[config.mk]
export PLATFORM = sky130hd
export DESIGN_NAME = equals_hex_unescape
export DESIGN_NICKNAME = d
export VERILOG_FILES = /design/src/rtl/ehu_pkg.sv /design/src/rtl/ehu_decode.sv /design/src/rtl/ehu_out_queue.sv /design/src/rtl/equals_hex_unescape.sv
export SDC_FILE = /design/constraint.sdc
export NUM_CORES = 1
export LEC_CHECK = 0
export BUFFER_PORTS_ARGS = -buffer_cell sky130_fd_sc_hd__clkbuf_2
export CAP_MARGIN = 15
export CORE_UTILIZATION = 66
export DETAILED_ROUTE_END_ITERATION = 12
export HOLD_SLACK_MARGIN = 0.05
export PLACE_DENSITY = 0.87
export SLEW_MARGIN = 20
export SYNTH_ARGS = -nofsm -noshare
export SYNTH_HDL_FRONTEND = slang
export SYNTH_SLANG_ARGS = --single-unit
[constraint.sdc]
create_clock -name clk -period 13.2 [get_ports clk]
set_input_delay 1.98 -clock clk [delete_from_list [all_inputs] [get_ports clk]]
set_output_delay 1.98 -clock clk [all_outputs]
set_load 0.02 [all_outputs]
[src/rtl/ehu_pkg.sv]
// Shared types, constants and hex helpers for the equals-hex unescape block.
// No dependencies; imported by every module of the block.
package ehu_pkg;

  localparam logic [7:0] EQ_CHAR = 8'h3D;
  localparam int unsigned MAX_RESULTS = 3;

  typedef enum logic [1:0] {
    PH_IDLE     = 2'd0,
    PH_EQ       = 2'd1,
    PH_EQ_DIGIT = 2'd2,
    PH_DROP     = 2'd3
  } phase_t;

  typedef struct packed {
    logic [7:0] data;
    logic       present;
    logic       eos;
  } result_t;

  typedef result_t [MAX_RESULTS-1:0] result_set_t;

  function automatic logic hex_valid(input logic [7:0] c);
    hex_valid = (c >= 8'h30 && c <= 8'h39) ||
                (c >= 8'h61 && c <= 8'h66) ||
                (c >= 8'h41 && c <= 8'h46);
  endfunction

  // Map an ASCII hex digit to its nibble; non-digits give zero.
  function automatic logic [3:0] hex_value(input logic [7:0] c);
    logic [7:0] v;
    v = 8'h00;
    if (c >= 8'h30 && c <= 8'h39) v = c - 8'h30;
    else if (c >= 8'h61 && c <= 8'h66) v = c - 8'h61 + 8'd10;
    else if (c >= 8'h41 && c <= 8'h46) v = c - 8'h41 + 8'd10;
    hex_value = v[3:0];
  endfunction

endpackage

[src/rtl/ehu_decode.sv]
// Combinational next-state and result logic for one input byte.
// Depends on ehu_pkg.
module ehu_decode (
  input  ehu_pkg::phase_t     phase,
  input  logic [7:0]          held,
  input  logic [7:0]          in_byte,
  input  logic                last,
  output ehu_pkg::result_set_t res,
  output logic [1:0]          res_cnt,
  output ehu_pkg::phase_t     phase_next,
  output logic [7:0]          held_next
);
  import ehu_pkg::*;

  always_comb begin
    logic [1:0] n;
    n          = 2'd0;
    res        = '0;
    phase_next = phase;
    held_next  = held;

    case (phase)
      PH_DROP: begin
        phase_next = PH_DROP;
      end
      default: begin
        if (in_byte == 8'h00) begin
          // flush any pending escape literally, then drop the rest
          if (phase == PH_EQ || phase == PH_EQ_DIGIT) begin
            res[n] = '{data: EQ_CHAR, present: 1'b1, eos: 1'b0};
            n = n + 2'd1;
          end
          if (phase == PH_EQ_DIGIT) begin
            res[n] = '{data: held, present: 1'b1, eos: 1'b0};
            n = n + 2'd1;
          end
          phase_next = PH_DROP;
        end else if (phase == PH_IDLE) begin
          if (in_byte == EQ_CHAR) begin
            phase_next = PH_EQ;
          end else begin
            res[n] = '{data: in_byte, present: 1'b1, eos: 1'b0};
            n = n + 2'd1;
          end
        end else if (phase == PH_EQ) begin
          if (hex_valid(in_byte)) begin
            held_next  = in_byte;
            phase_next = PH_EQ_DIGIT;
          end else begin
            res[n] = '{data: EQ_CHAR, present: 1'b1, eos: 1'b0};
            n = n + 2'd1;
            if (in_byte == EQ_CHAR) begin
              phase_next = PH_EQ;
            end else begin
              res[n] = '{data: in_byte, present: 1'b1, eos: 1'b0};
              n = n + 2'd1;
              phase_next = PH_IDLE;
            end
          end
        end else begin
          if (hex_valid(in_byte)) begin
            res[n] = '{data: {hex_value(held), hex_value(in_byte)}, present: 1'b1,
                       eos: 1'b0};
            n = n + 2'd1;
            phase_next = PH_IDLE;
          end else begin
            res[n] = '{data: EQ_CHAR, present: 1'b1, eos: 1'b0};
            n = n + 2'd1;
            res[n] = '{data: held, present: 1'b1, eos: 1'b0};
            n = n + 2'd1;
            if (in_byte == EQ_CHAR) begin
              phase_next = PH_EQ;
            end else begin
              res[n] = '{data: in_byte, present: 1'b1, eos: 1'b0};
              n = n + 2'd1;
              phase_next = PH_IDLE;
            end
          end
        end
      end
    endcase

    if (last) begin
      if (phase_next == PH_EQ || phase_next == PH_EQ_DIGIT) begin
        res[n] = '{data: EQ_CHAR, present: 1'b1, eos: 1'b0};
        n = n + 2'd1;
      end
      if (phase_next == PH_EQ_DIGIT) begin
        res[n] = '{data: held_next, present: 1'b1, eos: 1'b0};
        n = n + 2'd1;
      end
      if (n == 2'd0) begin
        res[0] = '{data: 8'h00, present: 1'b0, eos: 1'b0};
        n = 2'd1;
      end
      res[n - 2'd1].eos = 1'b1;
      phase_next = PH_IDLE;
      held_next  = 8'h00;
    end

    res_cnt = n;
  end

endmodule

[src/rtl/ehu_out_queue.sv]
// Holds up to three results of one byte; drained one per cycle on out_ready.
// Depends on ehu_pkg.
module ehu_out_queue (
  input  logic                 clk,
  input  logic                 rst,
  input  logic                 load,
  input  ehu_pkg::result_set_t load_res,
  input  logic [1:0]           load_cnt,
  output logic                 can_load,
  output logic                 out_valid,
  input  logic                 out_ready,
  output ehu_pkg::result_t     out_res
);
  import ehu_pkg::*;

  result_set_t slots;
  logic [1:0]  cnt;
  logic [1:0]  rd;
  logic        pop;

  assign out_valid = (cnt != 2'd0);
  assign pop       = out_valid && out_ready;
  assign can_load  = (cnt == 2'd0) || (cnt == 2'd1 && out_ready);
  assign out_res   = slots[rd];

  always_ff @(posedge clk) begin
    if (rst) begin
      cnt <= 2'd0;
      rd  <= 2'd0;
    end else if (load) begin
      cnt <= load_cnt;
      rd  <= 2'd0;
    end else if (pop) begin
      cnt <= cnt - 2'd1;
      rd  <= rd + 2'd1;
    end
  end

  always_ff @(posedge clk) begin
    if (load) begin
      slots <= load_res;
    end
  end

endmodule

[src/rtl/equals_hex_unescape.sv]
// Top level of the equals-hex unescape stream decoder: '=' plus two hex digits
// becomes one byte, other bytes pass through, a zero byte ends the string.
// An accepted request shows its first result on the output in the next cycle.
// One input byte is taken per cycle while each byte yields at most one
// result and m_tready is high; a byte that yields two or three results
// holds the input until its last result leaves the three-entry register.
// Reset (rst, synchronous, active high): idle phase, no held digit, no results.
module equals_hex_unescape (
  input  logic       clk,
  input  logic       rst,
  input  logic       s_tvalid,
  output logic       s_tready,
  input  logic [7:0] s_tdata,   // [7:0] in_byte
  input  logic       s_tlast,   // last
  output logic       m_tvalid,
  input  logic       m_tready,
  output logic [7:0] m_tdata,   // [7:0] out_byte
  output logic       m_tuser,   // [0] byte_present
  output logic       m_tlast    // end_of_string
);
  import ehu_pkg::*;

  phase_t      phase;
  logic [7:0]  held;
  phase_t      phase_next;
  logic [7:0]  held_next;
  result_set_t dec_res;
  logic [1:0]  dec_cnt;
  logic        accept;
  result_t     out_res;

  // Decode straight from the input request against the current phase.
  ehu_decode u_decode (
    .phase      (phase),
    .held       (held),
    .in_byte    (s_tdata),
    .last       (s_tlast),
    .res        (dec_res),
    .res_cnt    (dec_cnt),
    .phase_next (phase_next),
    .held_next  (held_next)
  );

  // Accept only when the result register is empty or drains this cycle.
  assign accept = s_tvalid && s_tready;

  ehu_out_queue u_queue (
    .clk       (clk),
    .rst       (rst),
    .load      (accept),
    .load_res  (dec_res),
    .load_cnt  (dec_cnt),
    .can_load  (s_tready),
    .out_valid (m_tvalid),
    .out_ready (m_tready),
    .out_res   (out_res)
  );

  assign m_tdata = out_res.data;
  assign m_tuser = out_res.present;
  assign m_tlast = out_res.eos;

  // Advance the escape phase and held digit on each accepted request.
  always_ff @(posedge clk) begin
    if (rst) begin
      phase <= PH_IDLE;
      held  <= 8'h00;
    end else if (accept) begin
      phase <= phase_next;
      held  <= held_next;
    end
  end

  // A request taken while dropping produces nothing unless it ends the string.
  a_drop_silent: assert property (@(posedge clk) disable iff (rst)
    accept && phase == PH_DROP && !s_tlast |-> dec_cnt == 2'd0)
    else $error("output produced while dropping after a zero byte");

  // The end flag always returns the decoder to a clean idle state.
  a_end_idle: assert property (@(posedge clk) disable iff (rst)
    accept && s_tlast |=> phase == PH_IDLE && held == 8'h00)
    else $error("decoder not idle after end of string");

  // A flagged request always yields a result, shown in the next cycle.
  a_end_result: assert property (@(posedge clk) disable iff (rst)
    accept && s_tlast |=> m_tvalid)
    else $error("end of string produced no result");

  // While waiting for the second hex digit, the held digit is a valid hex digit.
  a_held_digit: assert property (@(posedge clk) disable iff (rst)
    phase == PH_EQ_DIGIT |-> hex_valid(held))
    else $error("held digit is not a hex digit");

endmodule
==> results of run 1 <==
## cell families (layout without fill, tap and decap cells)
family / count (synthesis) / after routing
fa+ha+maj: 24 / 24
flops: 44 / 44
buf+inv: 48 / 57
xor+xnor: 4 / 4
compound gates: 138 / 138
simple gates: 134 / 134
mux: 14 / 14
## metrics by stage
stage               total power, mW  cells  utilization
detailed placement            0.258    477        0.709
global placement              0.254    477        0.709
finish                        0.363    485        0.731
global route                  0.378    485        0.731
CTS                           0.361    485        0.731
floorplan                     0.231    406            -
## critical path, cell delays in order
cell and delay, ps:
sky130_fd_sc_hd__clkbuf_2 150, sky130_fd_sc_hd__inv_1 250, sky130_fd_sc_hd__ha_1 240, sky130_fd_sc_hd__inv_2 40, sky130_fd_sc_hd__o311ai_2 470, sky130_fd_sc_hd__o21ai_0 270
sky130_fd_sc_hd__nand2_1 140, sky130_fd_sc_hd__o311ai_0 190, sky130_fd_sc_hd__ha_1 520, sky130_fd_sc_hd__inv_1 180, sky130_fd_sc_hd__nand2_1 120, sky130_fd_sc_hd__a21boi_4 220
sky130_fd_sc_hd__ha_1 210, sky130_fd_sc_hd__nand3_1 290, sky130_fd_sc_hd__nand2_1 420, sky130_fd_sc_hd__a31o_2 160, sky130_fd_sc_hd__a21oi_1 70, sky130_fd_sc_hd__a221oi_1 350
## flip-flops by register name (all words and copies together), names as in the netlist
register and flops:
u_queue.rd 2, held 8, u_queue.cnt 2, u_queue.slots 30, phase 2
## metal layers
layer | global-route usage | vias to the layer above | wire length (um)
li1 | - | 1560 | -
met2 | 0.557 | 274 | 4390
met1 | 0.489 | 1562 | 3940
met4 | 0.152 | 0 | 454
met3 | 0.0491 | 59 | 1170
met5 | 0 | - | 0
## report_power, final
| group | total [mW] | internal (mW) | switching, mW |
|---|---|---|---|
| sequential | 0.174 | 0.166 | 0.00838 |
| combinational | 0.0811 | 0.0266 | 0.0545 |
| clock | 0.107 | 0.0561 | 0.0509 |
## area by class of cell
cell class,instances,area (um^2),area share
Tap cell,70,87.6,0.0229
Timing Repair Buffer,25,128,0.0334
Clock inverter,3,42.5,0.0111
Clock buffer,5,68.8,0.0180
Inverter,24,95.1,0.0249
Sequential cell,44,1180,0.309
Multi-Input combinational cell,314,2220,0.581
## placed cells by master, fill, tap and decap left out, drive strengths merged, types with 4 or more instances in the layout
cell type  Yosys  layout
a31oi          9       9
nor3          17      17
inv           23      23
o22ai          4       4
a211oi         6       6
edfxtp        30      30
a21oi         23      23
a221oi         8       8
o21ai         23      23
a32oi          7       7
o211ai         4       4
a21o           4       4
mux2i         14      14
nor2b          6       6
nor2          29      29
a31o           4       4
ha            24      24
a22oi          7       7
nand3         18      18
dfxtp         14      14
clkbuf        13      29
o31ai          5       5
nand2         44      44
## path summary, 6_finish.rpt
kind               from           endpoint  cells past startpoint
min             held[4]            held[4]                      2
max          s_tdata[0]  u_queue.slots[16]                     18
max reg2reg    phase[0]  u_queue.slots[16]                     16
min reg2reg     held[4]            held[4]                      2
==> summary.md, run 1 <==
• Residual DRC: 0
• WL/cell: 20.5 um
• number of H-tree levels: 2
• layout-stage area growth over the synthesis result: 4.51%
• min-delay worst type: reg2reg
• fin. max-slew vios: 0
• initial antenna violation count: 0
• simple-gate share of the synthesized area: 0.191
• placeable core region: 0.00524 mm^2
• biggest area contributors in the synthesized netlist: sky130_fd_sc_hd__edfxtp_1, sky130_fd_sc_hd__ha_1, sky130_fd_sc_hd__dfxtp_1, sky130_fd_sc_hd__nand2_1, sky130_fd_sc_hd__mux2i_1
• pin count of the biggest net entering global routing: 34
• cell taking the most area after synthesis: sky130_fd_sc_hd__edfxtp_1
• xor/xnor share of the synthesized area: 0.00957
• Compound-Gate Fraction of Synth Area: 0.286
• number of setup buffers added after CTS: 0
• Synth cell types: 82
• Leak Pwr: 1.42 nW
• placed cell areas: 0.00371 mm^2
• total of flip-flops plus latches after synthesis: 44
• buffer levels on the longest clock path: 2
• final number of setup-violating endpoints: 0
• predominant post-synthesis flop cell: sky130_fd_sc_hd__edfxtp_1
• worst-case setup slack after placement: 6850 ps
• type of the worst setup path: in2reg
• result of the run: complete, no violations
• main combinational cell family by area after synthesis: compound AO/OA/AOI/OAI gates
• wire length of the first global-routing pass: 16.1 mm
• post-route design area: 0.00383 mm^2
• remaining antenna violation count after routing: 0
• number of buffers inserted during clock tree synthesis: 5
• final-stage net count: 451
• Post-Syn Area: 0.00366 mm^2
• actual slew at the worst max-slew pin: 1140 ps
• relative slew slack: 0.235
• drt first pass iters: 7
• vias per std cell: 7.12
• layout cells sized above 1: 0.154
• Initial Util: 0.699
• count of final hold-check violations: 0
• capturing element type of the critical path: flop
• Tot GR Track Use: 0.355
• final weighted congestion in routability-driven placement: 1.04
• post-route fraction of the period consumed by the critical path: 0.471
• maximum net fanout on the critical path: 10
• worst slack on hold paths: 562 ps
• Remaining Overflow, GRT: 0
• RSZ-0062 raised after global routing: false
• Critical Path Source Type: primary input
• Ant. Diodes: 0
• Worst EP arrival: 6280 ps
• cell area power density: 94.8 mW/mm^2
• Mean Syn Cell Area: 9.02 um^2
• area enclosed by the die boundary: 0.00585 mm^2
• sequential-to-total area share from yosys stat: 0.323
• setup_tns: 0 ps
• Detailed Route Iter0 Violations: 676
• crit path time final: 6210 ps
• half-perimeter wire length of the detailed placement result: 7.16 mm
• most frequently used cell type in the post-synthesis netlist: sky130_fd_sc_hd__nand2_1
• proportion of synthesized flip-flops having asynchronous set or reset: 0
• number of vias after detailed routing: 3,455
• final-layout fill cell count: 404
• fmax: 161 MHz
• cts-stage hold buffer count: 0
• via count of the first global-routing pass: 3,078
• count of clock tree sinks: 44
• total wirelength of the detailed-routed design: 9.96 mm
• worst-case register-to-register setup slack: 8680 ps
• Post-synth EDFFs: 30
• Max VDD drop: 61.2 uV
• most numerous cell types in the synthesized netlist: sky130_fd_sc_hd__nand2_1, sky130_fd_sc_hd__edfxtp_1, sky130_fd_sc_hd__nor2_1
• master cell of the clock root buffer: sky130_fd_sc_hd__clkbuf_8
• Req. time, crit path: 13,270 ps
• CTS clk-pin slew, worst paths: 90 ps
• mux contribution to synthesized area: 0.0383
• PnR worst setup slack: 6990 ps
• cts repair resizes: 0
• quantity of I/O buffers inserted on ports: 24
• ports placed on the boundary: 25
• Yosys warning count: 0
• Horiz. Die Dim: 76.5 um
• worst clock skew on the final layout: 10.8 ps
• synthesized net count: 443
• Syn Inst Count: 406
• TritonCTS clock tree: built
• source-to-sink clock delay at the later pin of the worst-skew pair: 310 ps
• proportion of netlist area held by the largest area contributor: 0.246
• max-capacitance violation count: 0
• height of the die: 76.5 um
• post-synthesis share of cell area spent on full adders, half adders and majority gates: 0.0820
• num rows: 26
(Power assumes the default switching activity.)
==> run 2, diff against run 1 <==
- CORE_UTILIZATION: 66 -> 56
- PLACE_DENSITY: 0.87 -> 0.79
- clock period: 13.2 -> 5.4 ns (I/O delays scaled with it)
==> run 2 against run 1 <==
Sequential power up 140%. Hold slack got worse by 2.7 ps. Worst setup slack worse by 6600 ps. Critical path depth decreased by 2. Flip-flop and latch count stayed put. Register-to-register slack got worse by 7800 ps. Non-clock buffer count grew 3. Largest power group unchanged. Highest routed layer unchanged.
==> summary.md, run 2 (synthesis gave the netlist of run 1 again) <==
• Req. time, crit path: 5410 ps
• Slowest cell on crit path: sky130_fd_sc_hd__a21oi_1
• max reg flops: 30
• drt first pass iters: 6
• Max VDD drop: 153 uV
• vias per std cell: 6.70
• cell area power density: 226 mW/mm^2
• number of H-tree levels: 2
• area enclosed by the die boundary: 0.00686 mm^2
• Leak Pwr: 1.43 nW
• total area of sequential cells: 0.00118 mm^2
• pin count of the biggest net entering global routing: 34
• CTS clk-pin slew, worst paths: 90 ps
• number of setup buffers added after CTS: 0
• Most flops, register: u_queue.slots
• Tot GR Track Use: 0.286
• relative slew slack: 0.333
• maximum net fanout on the critical path: 8
• final weighted congestion in routability-driven placement: 0.953
• actual slew at the worst max-slew pin: 995 ps
• maximum single-stage delay on the critical path: 500 ps
• Initial Util: 0.580
• layout-stage area growth over the synthesis result: 5.30%
• layout cells sized above 1: 0.160
• fmax: 201 MHz
• height of the die: 82.9 um
• number of buffers inserted during clock tree synthesis: 5
• remaining antenna violation count after routing: 0
• Worst EP arrival: 4990 ps
• Horiz. Die Dim: 82.9 um
• Critical Path Source Type: primary input
• result of the run: complete, no violations
• worst slack on hold paths: 559 ps
• setup_tns: 0 ps
• final-layout fill cell count: 568
• count of clock tree sinks: 44
• RSZ-0062 raised after global routing: false
• Regs by FF count: u_queue.slots x30, held x8
• cell repeated most along the worst path: sky130_fd_sc_hd__ha_1
• ports placed on the boundary: 25
• placeable core region: 0.00631 mm^2
• Detailed Route Iter0 Violations: 439
• number of vias after detailed routing: 3,317
• cts-stage hold buffer count: 0
• Final Util: 0.611
• fin. max-slew vios: 0
• most common cell after layout, fill and taps aside: sky130_fd_sc_hd__nand2_1
• chain of cells forming the critical path: clkbuf_2 -> inv_1 -> ha_1 -> inv_2 -> o311ai_2 -> o21ai_0 -> nand2_1 -> o311ai_0 -> ha_1 -> nor3_2 -> nor2_1 -> ha_1 -> nand3_1 -> a211o_1 -> a21oi_1 -> a221oi_1
• min-delay worst type: reg2reg
• capturing element type of the critical path: flop
• post-route fraction of the period consumed by the critical path: 0.922
• num rows: 29
• source-to-sink clock delay at the later pin of the worst-skew pair: 300 ps
• wire length of the first global-routing pass: 15.7 mm
• Residual DRC: 0
• buffer levels on the longest clock path: 2
• cts repair resizes: 0
• quantity of I/O buffers inserted on ports: 24
• via count of the first global-routing pass: 3,090
• count of final hold-check violations: 0
• total wirelength of the detailed-routed design: 9.61 mm
• final-stage net count: 454
• initial antenna violation count: 0
• overall power of the completed layout: 872 uW
• TritonCTS clock tree: built
• highest-count cells in the layout ignoring fill and taps: sky130_fd_sc_hd__nand2_1, sky130_fd_sc_hd__edfxtp_1, sky130_fd_sc_hd__nor2_1
• crit path time final: 4980 ps
• half-perimeter wire length of the detailed placement result: 7.11 mm
• max-capacitance violation count: 0
• Ant. Diodes: 0
• worst clock skew on the final layout: 14.4 ps
• WL/cell: 19.4 um
• master cell of the clock root buffer: sky130_fd_sc_hd__clkbuf_8
• type of the worst setup path: in2reg
• final number of setup-violating endpoints: 0
• Remaining Overflow, GRT: 0
• Multi-input gate area: 0.00222 mm^2
run 2: cell count changes in the layout (fill, tap and decap cells not counted), sizes merged:
cell / delta
buf: +3
clkinv: -1
clkbuf: +1
run 2: power breakdown:
part | total [mW] | switching, mW | internal [mW]
clock | 0.251 | 0.114 | 0.137
combinational | 0.194 | 0.130 | 0.0649
sequential | 0.426 | 0.0199 | 0.406
run 2: final timing paths:
kind / from / endpoint / slack (ps) / depth (start not counted)
min: held[4] / held[4] / 560 / 2
max: s_tdata[0] / u_queue.slots[5] / 420 / 16
min reg2reg: held[4] / held[4] / 560 / 2
max reg2reg: phase[0] / u_queue.slots[5] / 910 / 15
run 2: layout make-up:
cell class	count	area share
flip-flops and latches	44	0.306
clock inverters	2	0.00909
repair buffers	28	0.0389
multi-input cells	314	0.577
inverters	24	0.0247
clock buffers	6	0.0188
well taps	77	0.0250
run 2: layer usage:
layer / routed length (um) / vias up / track usage
met5: 0 / - / 0
met4: 395 / 0 / 0.116
met3: 828 / 38 / 0.0517
met2: 4200 / 196 / 0.461
met1: 4180 / 1525 / 0.380
li1: - / 1558 / -
run 2: worst max-delay path: cells and delay by family:
| kind | cells | cell delay, ps |
|---|---|---|
| buffers and inverters | 3 | 460 |
| adder cells (fa/ha/maj) | 3 | 1130 |
| AND/OR/NAND/NOR | 4 | 720 |
| AO/OA/AOI/OAI | 6 | 1860 |
run 2: per-stage QoR:
step / std cells / cell area [um^2] / worst slack [ps]
floorplan: 406 / 3660 / 1040
global placement: 487 / 3750 / 405
detailed placement: 487 / 3750 / 197
CTS: 495 / 3850 / 503
global route: 495 / 3850 / 18.9
finish: 495 / 3850 / 419
